==> config.mk <==
export PLATFORM = sky130hd
export DESIGN_NAME = rgb_quad_to_yuv420
export DESIGN_NICKNAME = d
export VERILOG_FILES = /design/src/hdl/rgbq_pkg.sv /design/src/hdl/rgbq_core.sv /design/src/hdl/rgb_quad_to_yuv420.sv
export SDC_FILE = /design/constraint.sdc
export NUM_CORES = 1
export LEC_CHECK = 0
export ABC_AREA = 1
export BUFFER_PORTS_ARGS = -buffer_cell sky130_fd_sc_hd__buf_2
export CORE_UTILIZATION = 55
export CTS_CLUSTER_DIAMETER = 100
export DETAILED_ROUTE_END_ITERATION = 6
export PLACE_DENSITY = 0.73
export SLEW_MARGIN = 10
export SYNTH_ARGS = -nofsm -noshare
export SYNTH_HDL_FRONTEND = slang
export SYNTH_SLANG_ARGS = --single-unit
==> constraint.sdc <==
create_clock -name i_clk -period 31 [get_ports i_clk]
set_input_delay 6.2 -clock i_clk [delete_from_list [all_inputs] [get_ports i_clk]]
set_output_delay 6.2 -clock i_clk [all_outputs]
set_load 0.05 [all_outputs]
==> src/hdl/rgbq_pkg.sv <==
`default_nettype none
// ----------------------------------------------------------------------------
// rgbq_pkg: shared types, weights and arithmetic for the quad color converter
// Beat formats for both channels, fixed-point weights, luma and chroma helpers.
// ----------------------------------------------------------------------------
package rgbq_pkg;

    // Fixed-point weights (luma in 1/256, chroma in 1/1024)
    localparam logic [7:0] W_YR       = 8'd76;
    localparam logic [7:0] W_YG       = 8'd150;
    localparam logic [7:0] W_YB       = 8'd29;
    localparam logic [7:0] W_VR       = 8'd182;
    localparam logic [7:0] W_UB       = 8'd144;
    localparam logic [7:0] CHROMA_MID = 8'd128;

    // Channel order register codes
    localparam logic ORDER_RGB   = 1'b0;
    localparam logic ORDER_BGR   = 1'b1;
    localparam logic ORDER_RESET = ORDER_BGR;

    // Input beat: one 2x2 quad, three channel bytes per pixel
    typedef struct packed {
        logic [7:0] tl_ch0;
        logic [7:0] tl_ch1;
        logic [7:0] tl_ch2;
        logic [7:0] tr_ch0;
        logic [7:0] tr_ch1;
        logic [7:0] tr_ch2;
        logic [7:0] bl_ch0;
        logic [7:0] bl_ch1;
        logic [7:0] bl_ch2;
        logic [7:0] br_ch0;
        logic [7:0] br_ch1;
        logic [7:0] br_ch2;
    } t_quad_in;

    // Output beat: four luma samples and one chroma pair
    typedef struct packed {
        logic [7:0] luma_tl;
        logic [7:0] luma_tr;
        logic [7:0] luma_bl;
        logic [7:0] luma_br;
        logic [7:0] chroma_v;
        logic [7:0] chroma_u;
    } t_yuv_out;

    // Weighted luma of 10-bit channel values, >> 8; result fits 10 bits
    function automatic logic [9:0] luma_of(input logic [9:0] r,
                                           input logic [9:0] g,
                                           input logic [9:0] b);
        logic [17:0] acc;
        acc = 18'(r) * 18'(W_YR) + 18'(g) * 18'(W_YG) + 18'(b) * 18'(W_YB);
        return acc[17:8];
    endfunction

    // floor(diff * weight / 1024) + 128, saturated to 0..255
    function automatic logic [7:0] chroma_of(input logic signed [10:0] diff,
                                             input logic [7:0]         weight);
        logic signed [19:0] prod;
        logic signed [11:0] v;
        prod = $signed({{9{diff[10]}}, diff}) * $signed({12'd0, weight});
        // arithmetic shift by 10 is a plain slice of the upper bits
        v    = $signed({{2{prod[19]}}, prod[19:10]}) + $signed({4'd0, CHROMA_MID});
        if (v < 0) begin
            return 8'd0;
        end else if (v > 12'sd255) begin
            return 8'd255;
        end
        return v[7:0];
    endfunction

endpackage
`default_nettype wire

==> src/hdl/rgbq_core.sv <==
`default_nettype none
// ----------------------------------------------------------------------------
// rgbq_core: combinational quad conversion
// Channel swap, per-pixel luma, quad channel sums, quad luma and chroma pair.
// ----------------------------------------------------------------------------
module rgbq_core (
    input  wire logic              i_order,
    input  wire rgbq_pkg::t_quad_in i_quad,
    output rgbq_pkg::t_yuv_out      o_yuv
);
    import rgbq_pkg::*;

    logic [7:0]         c0   [4];
    logic [7:0]         c1   [4];
    logic [7:0]         c2   [4];
    logic [7:0]         r    [4];
    logic [7:0]         b    [4];
    logic [9:0]         luma [4];
    logic [9:0]         sum_r;
    logic [9:0]         sum_g;
    logic [9:0]         sum_b;
    logic [9:0]         sum_y;
    logic signed [10:0] diff_v;
    logic signed [10:0] diff_u;

    // unpack pixels in tl, tr, bl, br order
    assign c0[0] = i_quad.tl_ch0;  assign c1[0] = i_quad.tl_ch1;  assign c2[0] = i_quad.tl_ch2;
    assign c0[1] = i_quad.tr_ch0;  assign c1[1] = i_quad.tr_ch1;  assign c2[1] = i_quad.tr_ch2;
    assign c0[2] = i_quad.bl_ch0;  assign c1[2] = i_quad.bl_ch1;  assign c2[2] = i_quad.bl_ch2;
    assign c0[3] = i_quad.br_ch0;  assign c1[3] = i_quad.br_ch1;  assign c2[3] = i_quad.br_ch2;

    // channel swap and per-pixel luma
    always_comb begin
        for (int p = 0; p < 4; p++) begin
            r[p]    = (i_order == ORDER_BGR) ? c2[p] : c0[p];
            b[p]    = (i_order == ORDER_BGR) ? c0[p] : c2[p];
            luma[p] = luma_of({2'd0, r[p]}, {2'd0, c1[p]}, {2'd0, b[p]});
        end
    end

    // quad sums, 10 bits each
    assign sum_r = 10'(r[0])  + 10'(r[1])  + 10'(r[2])  + 10'(r[3]);
    assign sum_g = 10'(c1[0]) + 10'(c1[1]) + 10'(c1[2]) + 10'(c1[3]);
    assign sum_b = 10'(b[0])  + 10'(b[1])  + 10'(b[2])  + 10'(b[3]);
    assign sum_y = luma_of(sum_r, sum_g, sum_b);

    // color differences against the quad luma
    assign diff_v = $signed({1'b0, sum_r}) - $signed({1'b0, sum_y});
    assign diff_u = $signed({1'b0, sum_b}) - $signed({1'b0, sum_y});

    // pack the output beat
    assign o_yuv.luma_tl  = luma[0][7:0];
    assign o_yuv.luma_tr  = luma[1][7:0];
    assign o_yuv.luma_bl  = luma[2][7:0];
    assign o_yuv.luma_br  = luma[3][7:0];
    assign o_yuv.chroma_v = chroma_of(diff_v, W_VR);
    assign o_yuv.chroma_u = chroma_of(diff_u, W_UB);

endmodule
`default_nettype wire

==> src/hdl/rgb_quad_to_yuv420.sv <==
`default_nettype none
// ----------------------------------------------------------------------------
// rgb_quad_to_yuv420: 2x2 RGB/BGR quad to YUV 4:2:0 converter
// Input register, conversion logic, result register; one quad per clock unless the output stalls.
//
//   channel | direction | handshake                 | beat
//   --------+-----------+---------------------------+---------------------
//   quad in | in        | i_valid / o_ready         | i_data (t_quad_in)
//   yuv out | out       | o_valid / i_ready         | o_data (t_yuv_out)
//   config  | in        | i_cfg_valid / o_cfg_ready | i_cfg_data[0] order
//
// An accepted quad passes the input register, then the result register, to the output beat; one quad per clock
// sustained while the output does not stall, set by the single conversion pass between the two registers.
// Synchronous active-low reset clears both stage valids and sets BGR order.
// A stalled output holds its beat; the input stage keeps accepting while the
// result register drains, so a stall backs up one stage at a time.
// ----------------------------------------------------------------------------
module rgb_quad_to_yuv420 (
    input  wire logic                i_clk,
    input  wire logic                i_rst_n,
    // quad input
    input  wire logic                i_valid,
    output logic                     o_ready,
    input  wire rgbq_pkg::t_quad_in  i_data,
    // yuv output
    output logic                     o_valid,
    input  wire logic                i_ready,
    output rgbq_pkg::t_yuv_out       o_data,
    // configuration
    input  wire logic                i_cfg_valid,
    output logic                     o_cfg_ready,
    input  wire logic [0:0]          i_cfg_data
);
    import rgbq_pkg::*;

    logic     r_order;
    logic     r_s1_valid;
    t_quad_in r_s1_quad;
    logic     r_out_valid;
    t_yuv_out r_out_data;
    t_yuv_out n_out_data;
    logic     s1_adv;

    // result register takes a beat when empty or being drained
    assign s1_adv      = r_s1_valid && (!r_out_valid || i_ready);
    assign o_ready     = !r_s1_valid || s1_adv;
    assign o_cfg_ready = 1'b1;
    assign o_valid     = r_out_valid;
    assign o_data      = r_out_data;

    // channel order register
    always_ff @(posedge i_clk) begin
        if (!i_rst_n) begin
            r_order <= ORDER_RESET;
        end else if (i_cfg_valid) begin
            r_order <= i_cfg_data[0];
        end
    end

    // input stage
    always_ff @(posedge i_clk) begin
        if (!i_rst_n) begin
            r_s1_valid <= 1'b0;
        end else if (o_ready) begin
            r_s1_valid <= i_valid;
        end
    end

    always_ff @(posedge i_clk) begin
        if (i_valid && o_ready) begin
            r_s1_quad <= i_data;
        end
    end

    // conversion
    rgbq_core u_core (
        .i_order (r_order),
        .i_quad  (r_s1_quad),
        .o_yuv   (n_out_data)
    );

    // result stage
    always_ff @(posedge i_clk) begin
        if (!i_rst_n) begin
            r_out_valid <= 1'b0;
        end else if (s1_adv) begin
            r_out_valid <= 1'b1;
        end else if (i_ready) begin
            r_out_valid <= 1'b0;
        end
    end

    always_ff @(posedge i_clk) begin
        if (s1_adv) begin
            r_out_data <= n_out_data;
        end
    end

    // accepted quad lands in the input stage
    a_in_lands: assert property (@(posedge i_clk) disable iff (!i_rst_n)
        (i_valid && o_ready) |=> r_s1_valid)
        else $error("accepted quad missing from input stage");

    // blocked input stage keeps its beat
    a_s1_holds: assert property (@(posedge i_clk) disable iff (!i_rst_n)
        (r_s1_valid && !s1_adv) |=> (r_s1_valid && $stable(r_s1_quad)))
        else $error("input stage lost a blocked beat");

    // advancing beat shows up at the output
    a_s1_to_out: assert property (@(posedge i_clk) disable iff (!i_rst_n)
        s1_adv |=> o_valid)
        else $error("advanced beat missing at output");

    // config write takes effect on the next cycle
    a_cfg_write: assert property (@(posedge i_clk) disable iff (!i_rst_n)
        i_cfg_valid |=> (r_order == $past(i_cfg_data[0])))
        else $error("channel order write not applied");

    // reset empties both stages
    a_reset_empty: assert property (@(posedge i_clk)
        !i_rst_n |=> (!r_s1_valid && !r_out_valid))
        else $error("pipeline not empty after reset");

endmodule
`default_nettype wire

======== Yosys cells after proc, flatten, opt, wreduce, memory -nomap -nowiden ========
Cells that the tools add are included.
cells by class
  add/sub/neg operators ................... 23
  multiply operators ...................... 17
  magnitude comparators ................... 4
  muxes and demuxes ....................... 20
  reductions and logical operators ........ 7
operators by type and width
  operator               count
  $mux 8                 14
  $mul 8x5->13 const B   8
  $add 15x16->16         4
  $add 16x13->16         4
  $add 10x8->10          6
  $mul 8x7->15 const B   4
  $mul 10x5->15 const B  2
  $add 8x8->9            3
  $add 10x9->11 const B  2
  $gt 11x9->1 const B    2
  $lt 11x1->1 const B    2
  $sub 10x10->11         2
  $mul 11x8->19 const B  1
  $add 17x18->18         1
  $add 18x15->18         1
  $mul 10x7->17 const B  1
  $mul 11x5->16 const B  1
  $mux 1                 6
  $logic_and 1x1->1      2
  $logic_not 1->1        2
  $logic_or 1x1->1       2
  $reduce_bool 2->1      1
word-level totals
  register bits ........................... 147
  input bits .............................. 102
  word-level logic and storage cells ...... 92

======== Logic depth before layout (Yosys ltp) ========
Gate-level depths: netlist (run 1).
  depth after elaboration ................. 14
  depth in mapped cells ................... 83
  depth with buffers taken out ............ 83

======== Hierarchy ========
Synthesis (run 1) repeated with hierarchy kept, for this count alone.
unflattened totals
  cell total of the unflattened synthesis .. 3055
  area total of the unflattened synthesis .. 26783.2 µm²
modules (own cells, without submodules)
  module              instances  cells an instance  area an instance (µm²)  seq. area each (µm²)
  rgbq_core           1          2892               22318.9                 0.0
  rgb_quad_to_yuv420  1          163                4464.3                  4384.2

======== Worst setup path before layout (run 1) ========
OpenSTA, ideal clock, no wires.
  kind .................................... register to register
  start ................................... register r_s1_quad[56] in the netlist's numbering
  end ..................................... register r_out_data (netlist bit o_data[10]) (data pin)
  setup time .............................. 0.152 ns
  arrival ................................. 13.538 ns
  required time ........................... 30.848 ns
  path slack .............................. 17.310 ns
  cell stages (with the launch flop) ...... 77
  buffers on the path ..................... 0
  cell sequence ........................... edfxtp_1 ha_1 inv_1 fa_1 o21ai_0 a21oi_1 o21ai_0 xnor2_1 fa_1 inv_1 ha_1 inv_1 xor2_1 inv_1 ha_1 ha_1 inv_1 fa_1 (+41 left out) nand2_1 nand2_1 nand2_1 nand2_1 nand2_1 a21o_1 inv_1 nand2_2 nand2_2 ha_1 nand3_1 nor3_1 nand3_1 nor3_1 nand3_1 nand2_1 inv_1 a31oi_1
RTL lines
  item                    line                      RTL
  start, declared         rgb_quad_to_yuv420.sv:38  t_quad_in r_s1_quad;
  start signal, assigned  rgb_quad_to_yuv420.sv:71  r_s1_quad <= i_data;
  end signal, assigned    rgb_quad_to_yuv420.sv:95  r_out_data <= n_out_data;
  end, declared           rgb_quad_to_yuv420.sv:40  t_yuv_out r_out_data;

==> results of run 1 <==
## placed cells by master (no fill, tap or decap), types with 3 or more instances in the layout
| master | instances |
|---|---|
| o21bai_1 | 34 |
| nand2_4 | 17 |
| buf_4 | 35 |
| a21oi_1 | 183 |
| fa_1 | 276 |
| nand2_1 | 314 |
| o21ai_0 | 106 |
| inv_6 | 6 |
| nor2_1 | 80 |
| nand3b_1 | 6 |
| nor3_1 | 10 |
| o31ai_1 | 4 |
| inv_8 | 4 |
| inv_2 | 17 |
| nand3_1 | 60 |
| nand4_1 | 11 |
| clkbuf_16 | 17 |
| nor2_2 | 12 |
| edfxtp_1 | 144 |
| a21oi_4 | 3 |
| a21o_1 | 14 |
| a211oi_1 | 5 |
| nand2_2 | 30 |
| and2_1 | 4 |
| ha_1 | 561 |
| nand3_4 | 6 |
| o21bai_2 | 3 |
| xor2_1 | 122 |
| a31oi_1 | 12 |
| inv_1 | 933 |
| or2_2 | 8 |
| o21ai_1 | 7 |
| buf_2 | 151 |
| clkinv_4 | 3 |
| xnor2_1 | 60 |
| nand3_2 | 14 |
## final timing paths
kind                 start          to  slack [ns]  cells past startpoint
min             r_s1_valid  r_s1_valid        0.53                      2
max          r_s1_quad[80]  o_data[15]       16.10                     73
max reg2reg  r_s1_quad[80]  o_data[15]       16.10                     73
min reg2reg     r_s1_valid  r_s1_valid        0.53                      2
## state kept, by name (all words and copies together), names as in the netlist
name        cells
r_s1_valid      1
r_s1_quad      96
o_valid         1
o_data         48
r_order         1
## area by class of cell
cell class | instances | share of cell area, %
multi-input combinational | 1987 | 64.82
sequential | 147 | 14.80
inverter | 952 | 12.08
timing repair buffer | 186 | 3.438
tap | 664 | 2.804
clock buffer | 17 | 1.436
clock inverter | 15 | 0.6208
## critical path, delay by kind of cell, from the launching register on
family                   cells  cell delay, ns
AND/OR/NAND/NOR             17            1.65
flip-flops                   1            0.45
adder cells (fa/ha/maj)     21            8.02
XOR/XNOR                     5            1.19
AO/OA/AOI/OAI               14            2.40
buffers and inverters       16            1.03
## routing by layer
layer  wire [um]  vias to the layer above
met2       27360                      329
met1       25130                     9188
li1            -                    10010
met3        2147                      113
met5           0                        -
met4        2830                        0
## cell families (layout without fill, tap and decap cells)
kind of cell | count (synthesis) | in the layout | synth area share (%)
buf+inv | 967 | 1170 | 13.36
fa+ha+maj | 837 | 837 | 46.09
simple gates | 582 | 582 | 10.40
compound gates | 383 | 383 | 8.046
xor+xnor | 184 | 184 | 5.977
flops | 147 | 147 | 16.11
other cells | 1 | 1 | 0.01378
## per-stage QoR
stage,cell area (um2),utilization [%]
6_report,29630,60.65
5_1_grt,29630,60.65
4_1_cts,29630,60.65
3_5_place_dp,29020,59.41
3_3_place_gp,29020,59.41
2_1_floorplan,27210,-
==> impl_results.md, run 1 <==
- Net count, final: approximately 4200
- Grt met3 use: 3.566%
- Non-Filler Instances: between 3000 and 4000
- Synth top area share: between 20 and 30%
- Ys async rst share: 0%
- Post-Syn Nets: 4040
- Met1 Usage GRT: between 30% and 40%
- Post-CTS setup buffer count: 0
- Ys flop type: edfxtp_1
- CP endpoint kind: register
- Min Hold Slack: around 0.53 ns
- Area leader, netlist: ha_1
- Sum of negative setup slack: 0 ns
- CP max stage cell: fa_1
- Register area share after synthesis: roughly 16%
- First-pass GRT wire length: about 96000 um
- Largest cells by area after synthesis: ha_1 (26%), fa_1 (20%), edfxtp_1 (16%)
- Sinks on Clock Net: ~150
- Via count: between 15000 and 20000
- Crit path DAT: around 15 ns
- Number of vias per cell: between 4 and 5
- Synthesized area: 0.02721 mm2
- Reg clk slew, reported paths: ~0.070 ns
- Crit-path max cell delay: 0.54 ns
- CTS Hold Buffers Added: 0
- DRC: 0
- Status: finished clean
- Die width: 224.4 um
- Core Region: 0.04885 mm2
- Cell variety after synth: 55
- Worst-Skew Late Latency: approximately 0.5 ns
- Crit share post-route: roughly half
- Root buf cell: clkbuf_16
- IO Pins: between 150 and 200
- Area occupied by multi-input gates: just under 0.02 mm2
- DRT Wirelength: 57470 um
- Share of cells above drive strength 1: roughly a tenth
- Worst path required time: approximately 31 ns
- Post_cts resized: 0
- Met2 usage: between 40% and 50%
- Count of final setup violators: 0
- Max Clock Freq: between 60 and 70 MHz
- CP dominant cell by count: inv_1
- Largest net degree at the start of global routing: roughly 100
- Max-Cap Viols: 0
- Yosys Warn Count: 0
- CP startpoint kind: register
- Worst slew pin tran: approximately 1.1 ns
- Top-count cell post-synth: inv_1
- CP max FO: 8
- Post-route ant nets: 0
- Bufs on Longest Clock Path: 2
- Gate Count Post-Synth: 3101
- RSZ-0062 raised after global routing: no
- Avg Cell Area, Syn: approximately 8.8 um2
- TritonCTS buffer count: 17
- GRT Max-Usage Layer: met2
- H-tree Lvls: 4
- Filler cells: between 4000 and 5000
- Layout Area Growth over Synthesis: 8.868%
- #FFs+latches synth: between 100 and 150
- GRT Overall Usage: between 20% and 30%
- Slew Limit Fails: 0
- Die area: slightly above 0.05 mm2
- Number of synthesized flops with an enable pin: around 140
- Period minus WS final: around 15 ns
- Clock Skews: ~0.015 ns
- Total grt overflow: 0
- Detailed placer's ending HPWL: 49800 um
- Pre-antenna DRT Iters: 5
- Crit path kind: reg -> reg
- IO Port Bufs: 151
- CTS tree: built
- Row cnt: slightly above 80
- Initial Util: around 56%
- Register area: ~0.0044 mm2
- Post-DR wirelength/cell: approximately 14 um
- List of most frequent post-synthesis cells: inv_1 (934), ha_1 (561), nand2_1 (314)
- Final worst slack: ~16 ns
- Number of global-route vias before repair: 20010
- Die Y: approximately 220 um
- Worst min-delay path class: reg -> reg
- Initial antenna violation count: 1
- Placed insts: 3936
- Final Hold Viols: 0
- Gp weighted congestion: roughly 0.9
- Placement Setup Slack: 16.09 ns
- Number of diodes: 0
- Iter 0 DRT Violations: roughly 710
- Slew Limit Headroom: about a quarter
Power of run 1 is left out: the tool's default activity adds up to more than one toggle a clock period on the data nets, which glitch-free logic cannot reach.
==> run 2: changes to the inputs <==
- clock period: 31 -> 14.35 ns (I/O delays scaled with it)
==> run 2 against run 1 <==
Against the previous run:
- non-clock buffer count grew 62
- critical path depth grew 3
- die area is the same
- register-to-register slack lost 16 ns
- critical endpoint is now o_data[8]
- first-iteration DRC count grew 16%
- worst hold slack gained 0.011 ns
- highest routed layer unchanged
- via count grew 2.2%
- sequential share of layout area shrank 0.43 points
- design area grew 3.0%
- flip-flop and latch count is the same
- utilization grew 1.8 points
- cell count grew 1.6%
==> impl_results.md, run 2 (synthesis results as in run 1) <==
- Status: finished clean
- Core Region: about 0.049 mm2
- Hold path cells: 2
- Hold Path End: o_valid
- Slew Limit Headroom: around 29%
- Initial antenna violation count: 1
- Die width: approximately 220 um
- GRT Max-Usage Layer: met2
- Gp weighted congestion: about 0.9
- DP Area: about 0.029 mm2
- Met2 usage: 43.42%
- Fin area: 0.03052 mm2
- Net count, final: ~4300
- Pre-antenna DRT Iters: 7
- TritonCTS buffer count: 17
- Count of final setup violators: 0
- Final Hold Viols: 0
- CP max stage cell: fa_1
- Row cnt: between 80 and 90
- IO Pins: roughly 150
- Crit-path max cell delay: 0.56 ns
- GRT Overall Usage: between 20% and 30%
- Max-Cap Viols: 0
- Number of diodes: 0
- Grt met3 use: 2.704%
- RR Endpoint: o_data[8]
- Most common cell after layout, fill and taps aside: inv_1
- Via count: approximately 20000
- Detailed placer's ending HPWL: 51150 um
- Met1 Usage GRT: between 30 and 40%
- CP startpoint kind: register
- DRC: 0
- Die area: 0.05038 mm2
- Min Hold Slack: between 0.5 and 0.6 ns
- Bufs on Longest Clock Path: 2
- IO Port Bufs: roughly 150
- Root buf cell: clkbuf_16
- Max Clock Freq: between 70 and 80 MHz
- Sinks on Clock Net: 147
- Number of vias per cell: ~5.0
- Reg-to-reg setup timing slack: a little under 0.4 ns
- CP endpoint kind: register
- Layout Area Growth over Synthesis: 12.15%
- Worst min-delay path class: reg -> reg
- Largest Register: r_s1_quad
- Worst-Skew Late Latency: approximately 0.49 ns
- Share of cells above drive strength 1: about 14%
- Period minus WS final: ~14 ns
- DRT Wirelength: a little under 60000 um
- Worst slew pin tran: between 1 and 1.5 ns
- Iter 0 DRT Violations: between 800 and 900
- Initial Util: a little under three fifths
- Crit path DAT: between 10 and 15 ns
- Slew Limit Fails: 0
- Reg2Reg Depth: 76
- Hold_sp: o_valid
- Commonest non-fill, non-tap cells in the layout: inv_1 (925), ha_1 (540), nand2_1 (301)
- Post-route ant nets: 0
- Worst r2r src: r_s1_quad[80]
- Post-DR wirelength/cell: about 15 um
- Clock Skews: roughly 0.018 ns
- Max reg flops: 96
- Reg clk slew, reported paths: 0.07 ns
- Crit share post-route: between 90% and 100%
- Largest net degree at the start of global routing: 70
- Number of global-route vias before repair: between 15000 and 20000
- Total grt overflow: 0
- CP max FO: 8
- CTS tree: built
- CTS Hold Buffers Added: 0
- Crit path kind: reg -> reg
- Worst path required time: about 15 ns
- First-pass GRT wire length: 96240 um
- H-tree Lvls: 4
- Die Y: approximately 220 um
[run 2: changes by cell type in the layout (fill, tap and decap cells not counted), moves of 4 or more]
cell     change
nand2_1     -13
inv_8        -4
xor2_1       -4
inv_1        -8
nand2_2     +12
buf_4       +61
ha_4        +18
ha_1        -21
xor2_2       +4
a21oi_2     +10
inv_2        +8
a21oi_1     -11
[run 2: metal layers]
layer  share of wire (%)  routed length (um)  vias to the layer above
met3                 3.2                1937                       81
li1                    -                   -                    10140
met4                 3.0                1788                        0
met1                  44               26220                     9506
met5                   0                   0                        -
met2                  50               29690                      347
[run 2: layout make-up]
class                      count  area, um2
tap                          664      830.8
clock buffer                  17      425.4
clock inverter                15      156.4
fill                        4203      18330
inverter                     952       3578
timing repair buffer         248       1496
multi-input combinational   1987      19650
sequential                   147       4388
[run 2: critical path: cells and delay by family, from the launching register on]
kind                       cells  cell delay, ns
xor gates and xnor gates       4            0.67
DFF                            1            0.38
adders and majority gates     19            7.33
buffers and inverters         14            0.96
AOI/OAI and AO/OA             13            1.90
and+or+nand+nor               26            2.52
[run 2: worst max-delay path by stage]
stage | from | end | slack (ns) | depth (start not counted)
final | r_s1_quad[80] | o_data[8] | 0.39 | 76
after global routing | r_s1_quad[80] | o_data[8] | -0.25 | 77
after CTS | r_s1_quad[80] | o_data[8] | 0.0005 | 77
after detailed placement | r_s1_quad[80] | o_data[8] | -0.17 | 76
after global placement | r_s1_quad[56] | o_data[12] | 0.09 | 76
after floorplan | r_s1_quad[56] | o_data[10] | 0.66 | 76
[run 2: metrics by stage]
stage / std cells / setup WS (ns) / setup TNS (ns) / util [%]
floorplan: 3101 / 0.6599 / 0 / -
global placement: 3977 / 0.08625 / 0 / 60.06
detailed placement: 3977 / -0.1731 / -1.103 / 60.06
CTS: 4012 / 0.0005436 / 0 / 61.33
global route: 4030 / -0.2501 / -1.922 / 62.48
finish: 4030 / 0.3890 / 0 / 62.48
[run 2: what timing repair did]
action,in CTS,in global routing
pin swaps,5,41
setup buffers,3,18
gates cloned,0,0
gates resized for setup,6,81
endpoints found under the setup margin,8,8
Power of run 2 is left out for the same reason.
==> run 3: changes to the inputs <==
- CELL_PAD_IN_SITES_DETAIL_PLACEMENT: default -> 1
- CELL_PAD_IN_SITES_GLOBAL_PLACEMENT: default -> 1
- CORE_UTILIZATION: 55 -> 50
- CTS_BUF_LIST: default -> sky130_fd_sc_hd__clkbuf_2
- PLACE_DENSITY: 0.73 -> 0.84
==> run 3 against run 2 <==
Against the previous run:
- design area increased by 1.2%
- register-to-register slack got worse by 0.26 ns
- sequential share of layout area decreased by 0.17 points
- critical path type unchanged
- non-clock buffer count increased by 24
- via count increased by 8.4%
- global-route usage increased by 3.9 points
- clock skew increased by 0.10 ns
- critical path depth increased by 5
- setup slack got worse by 0.26 ns
- clock-buffer cell count unchanged
==> impl_results.md, run 3 (synthesis results as in run 1) <==
- DRT Wirelength: about 81000 um
- Via count: around 22000
- Slew Limit Headroom: a little under a tenth
- Met1 Usage GRT: roughly 31%
- Commonest non-fill, non-tap cells in the layout: inv_1 (905), ha_1 (521), nand2_1 (293)
- Reg2Reg Depth: around 80
- Count of final setup violators: 0
- First-pass GRT wire length: approximately 120000 um
- Detailed placer's ending HPWL: between 60000 and 70000 um
- Sinks on Clock Net: around 150
- Number of vias per cell: around 5.3
- Crit path DAT: approximately 15 ns
- Fin area: between 0.03 and 0.04 mm2
- Number of global-route vias before repair: between 20000 and 25000
- Slew Limit Fails: 0
- Placement Setup Slack: -0.7332 ns
- Bufs on Longest Clock Path: 2
- Layout Area Growth over Synthesis: 13.48%
- CP startpoint kind: register
- CP endpoint kind: register
- Gp weighted congestion: around 0.89
- Worst r2r src: r_s1_quad[56]
- Final Hold Viols: 0
- Critical Path Sink: o_data[13]
- Utilization after layout: a little under three fifths
- Max Clock Freq: roughly 70 MHz
- Die area: roughly 0.055 mm2
- Reg-to-reg setup timing slack: between 0.1 and 0.15 ns
- Status: finished clean
- Placed insts: ~4000
- Share of cells above drive strength 1: between 10% and 20%
- Grt met3 use: 3.459%
- Initial antenna violation count: 2
- Filler cells: about 6400
- CP max FO: 8
- Met2 usage: a little over half
- Pre-antenna DRT Iters: 7
- Crit path kind: reg -> reg
- Row cnt: 85
- Final worst slack: 0.1299 ns
- CTS tree: built
- IO Port Bufs: 151
- Iter 0 DRT Violations: between 900 and 1000
- Worst min-delay path class: reg -> reg
- Net count, final: 4316
- Most common cell after layout, fill and taps aside: inv_1
- Largest Register: r_s1_quad
- Period minus WS final: 14.22 ns
- GRT Overall Usage: around 28%
- Worst-Skew Late Latency: about 1.1 ns
- Initial Util: 50.57%
- Die Y: around 240 um
- Worst slew pin tran: 1.343 ns
- IO Pins: about 150
- RR Endpoint: o_data[13]
- TritonCTS buffer count: 17
- Worst setup startpoint: r_s1_quad[56]
- Die width: 235.3 um
- Post-route ant nets: 0
- Reg clk slew, reported paths: 0.28 ns
- DP Area: 0.02933 mm2
- Root buf cell: clkbuf_2
- Worst path required time: between 15 and 20 ns
- Largest net degree at the start of global routing: 59
- CP dominant cell by count: nand2_2
- CTS Hold Buffers Added: 0
- Core Region: 0.05381 mm2
- DRC: 0
- H-tree Lvls: 4
- CP max stage cell: fa_1
- GRT Max-Usage Layer: met2
- Crit-path max cell delay: 0.57 ns
- Total grt overflow: 0
- Non-Filler Instances: roughly 4100
- Post-DR wirelength/cell: ~20 um
- Max-Cap Viols: 0
- Clock Skews: ~0.12 ns
- Crit share post-route: 99.10%
- Max reg flops: 96
run 3: cell types whose count changed in the layout (fill, tap and decap cells not counted), sizes merged:
cell      before  now
buf          248  272
bufinv         2    1
clkinv         6    5
clkinvlp       3    2
diode          0    2
inv          956  959
run 3: critical path, delay by kind of cell (launching register included):
family	cells	cell delay, ns
DFF	1	0.47
buffers and inverters	17	1.35
and+or+nand+nor	29	2.64
AOI/OAI and AO/OA	10	1.55
adders and majority gates	20	7.15
xor gates and xnor gates	5	0.91
run 3: worst min path at each step:
stage | from | endpoint | slack (ns) | cells after the start
2_1_floorplan | r_s1_valid | o_valid | 0.45 | 2
3_3_place_gp | o_valid | o_valid | 0.51 | 2
3_5_place_dp | o_valid | o_valid | 0.53 | 2
4_1_cts | o_valid | o_valid | 0.56 | 2
5_1_grt | o_valid | o_valid | 0.58 | 2
6_report | o_valid | o_valid | 0.56 | 2
run 3: metrics by stage:
stage	hold WS, ns	setup TNS [ns]
after detailed placement	0.5292	-5.706
after CTS	0.5565	0
after floorplan	0.4491	0
final	0.5552	0
after global placement	0.5075	0
after global routing	0.5772	-3.423
run 3: layout make-up:
type	instances	area, um2	area share, %
well taps	696	870.8	2.820
multi-input cells	1987	20090	65.05
inverters	952	3583	11.60
repair buffers	272	1675	5.425
clock inverters	15	186.4	0.6036
diodes	2	5.005	0.01620
flip-flops and latches	147	4388	14.21
clock buffers	17	85.08	0.2755
run 3: timing repair:
action / in CTS / in global routing
endpoints found under the hold margin: 0 / 0
gates resized for setup: 47 / 142
setup endpoints to repair: 8 / 8
pin swaps: 23 / 92
gates cloned: 0 / 0
setup buffers: 14 / 36
run 3: layer usage:
metal  share of wire [%]  routed length [um]
met4                 5.2                4243
met3                 3.6                2894
met2                  53               42900
met5                   0                   0
met1                  38               31110
Power of run 3 is left out for the same reason.
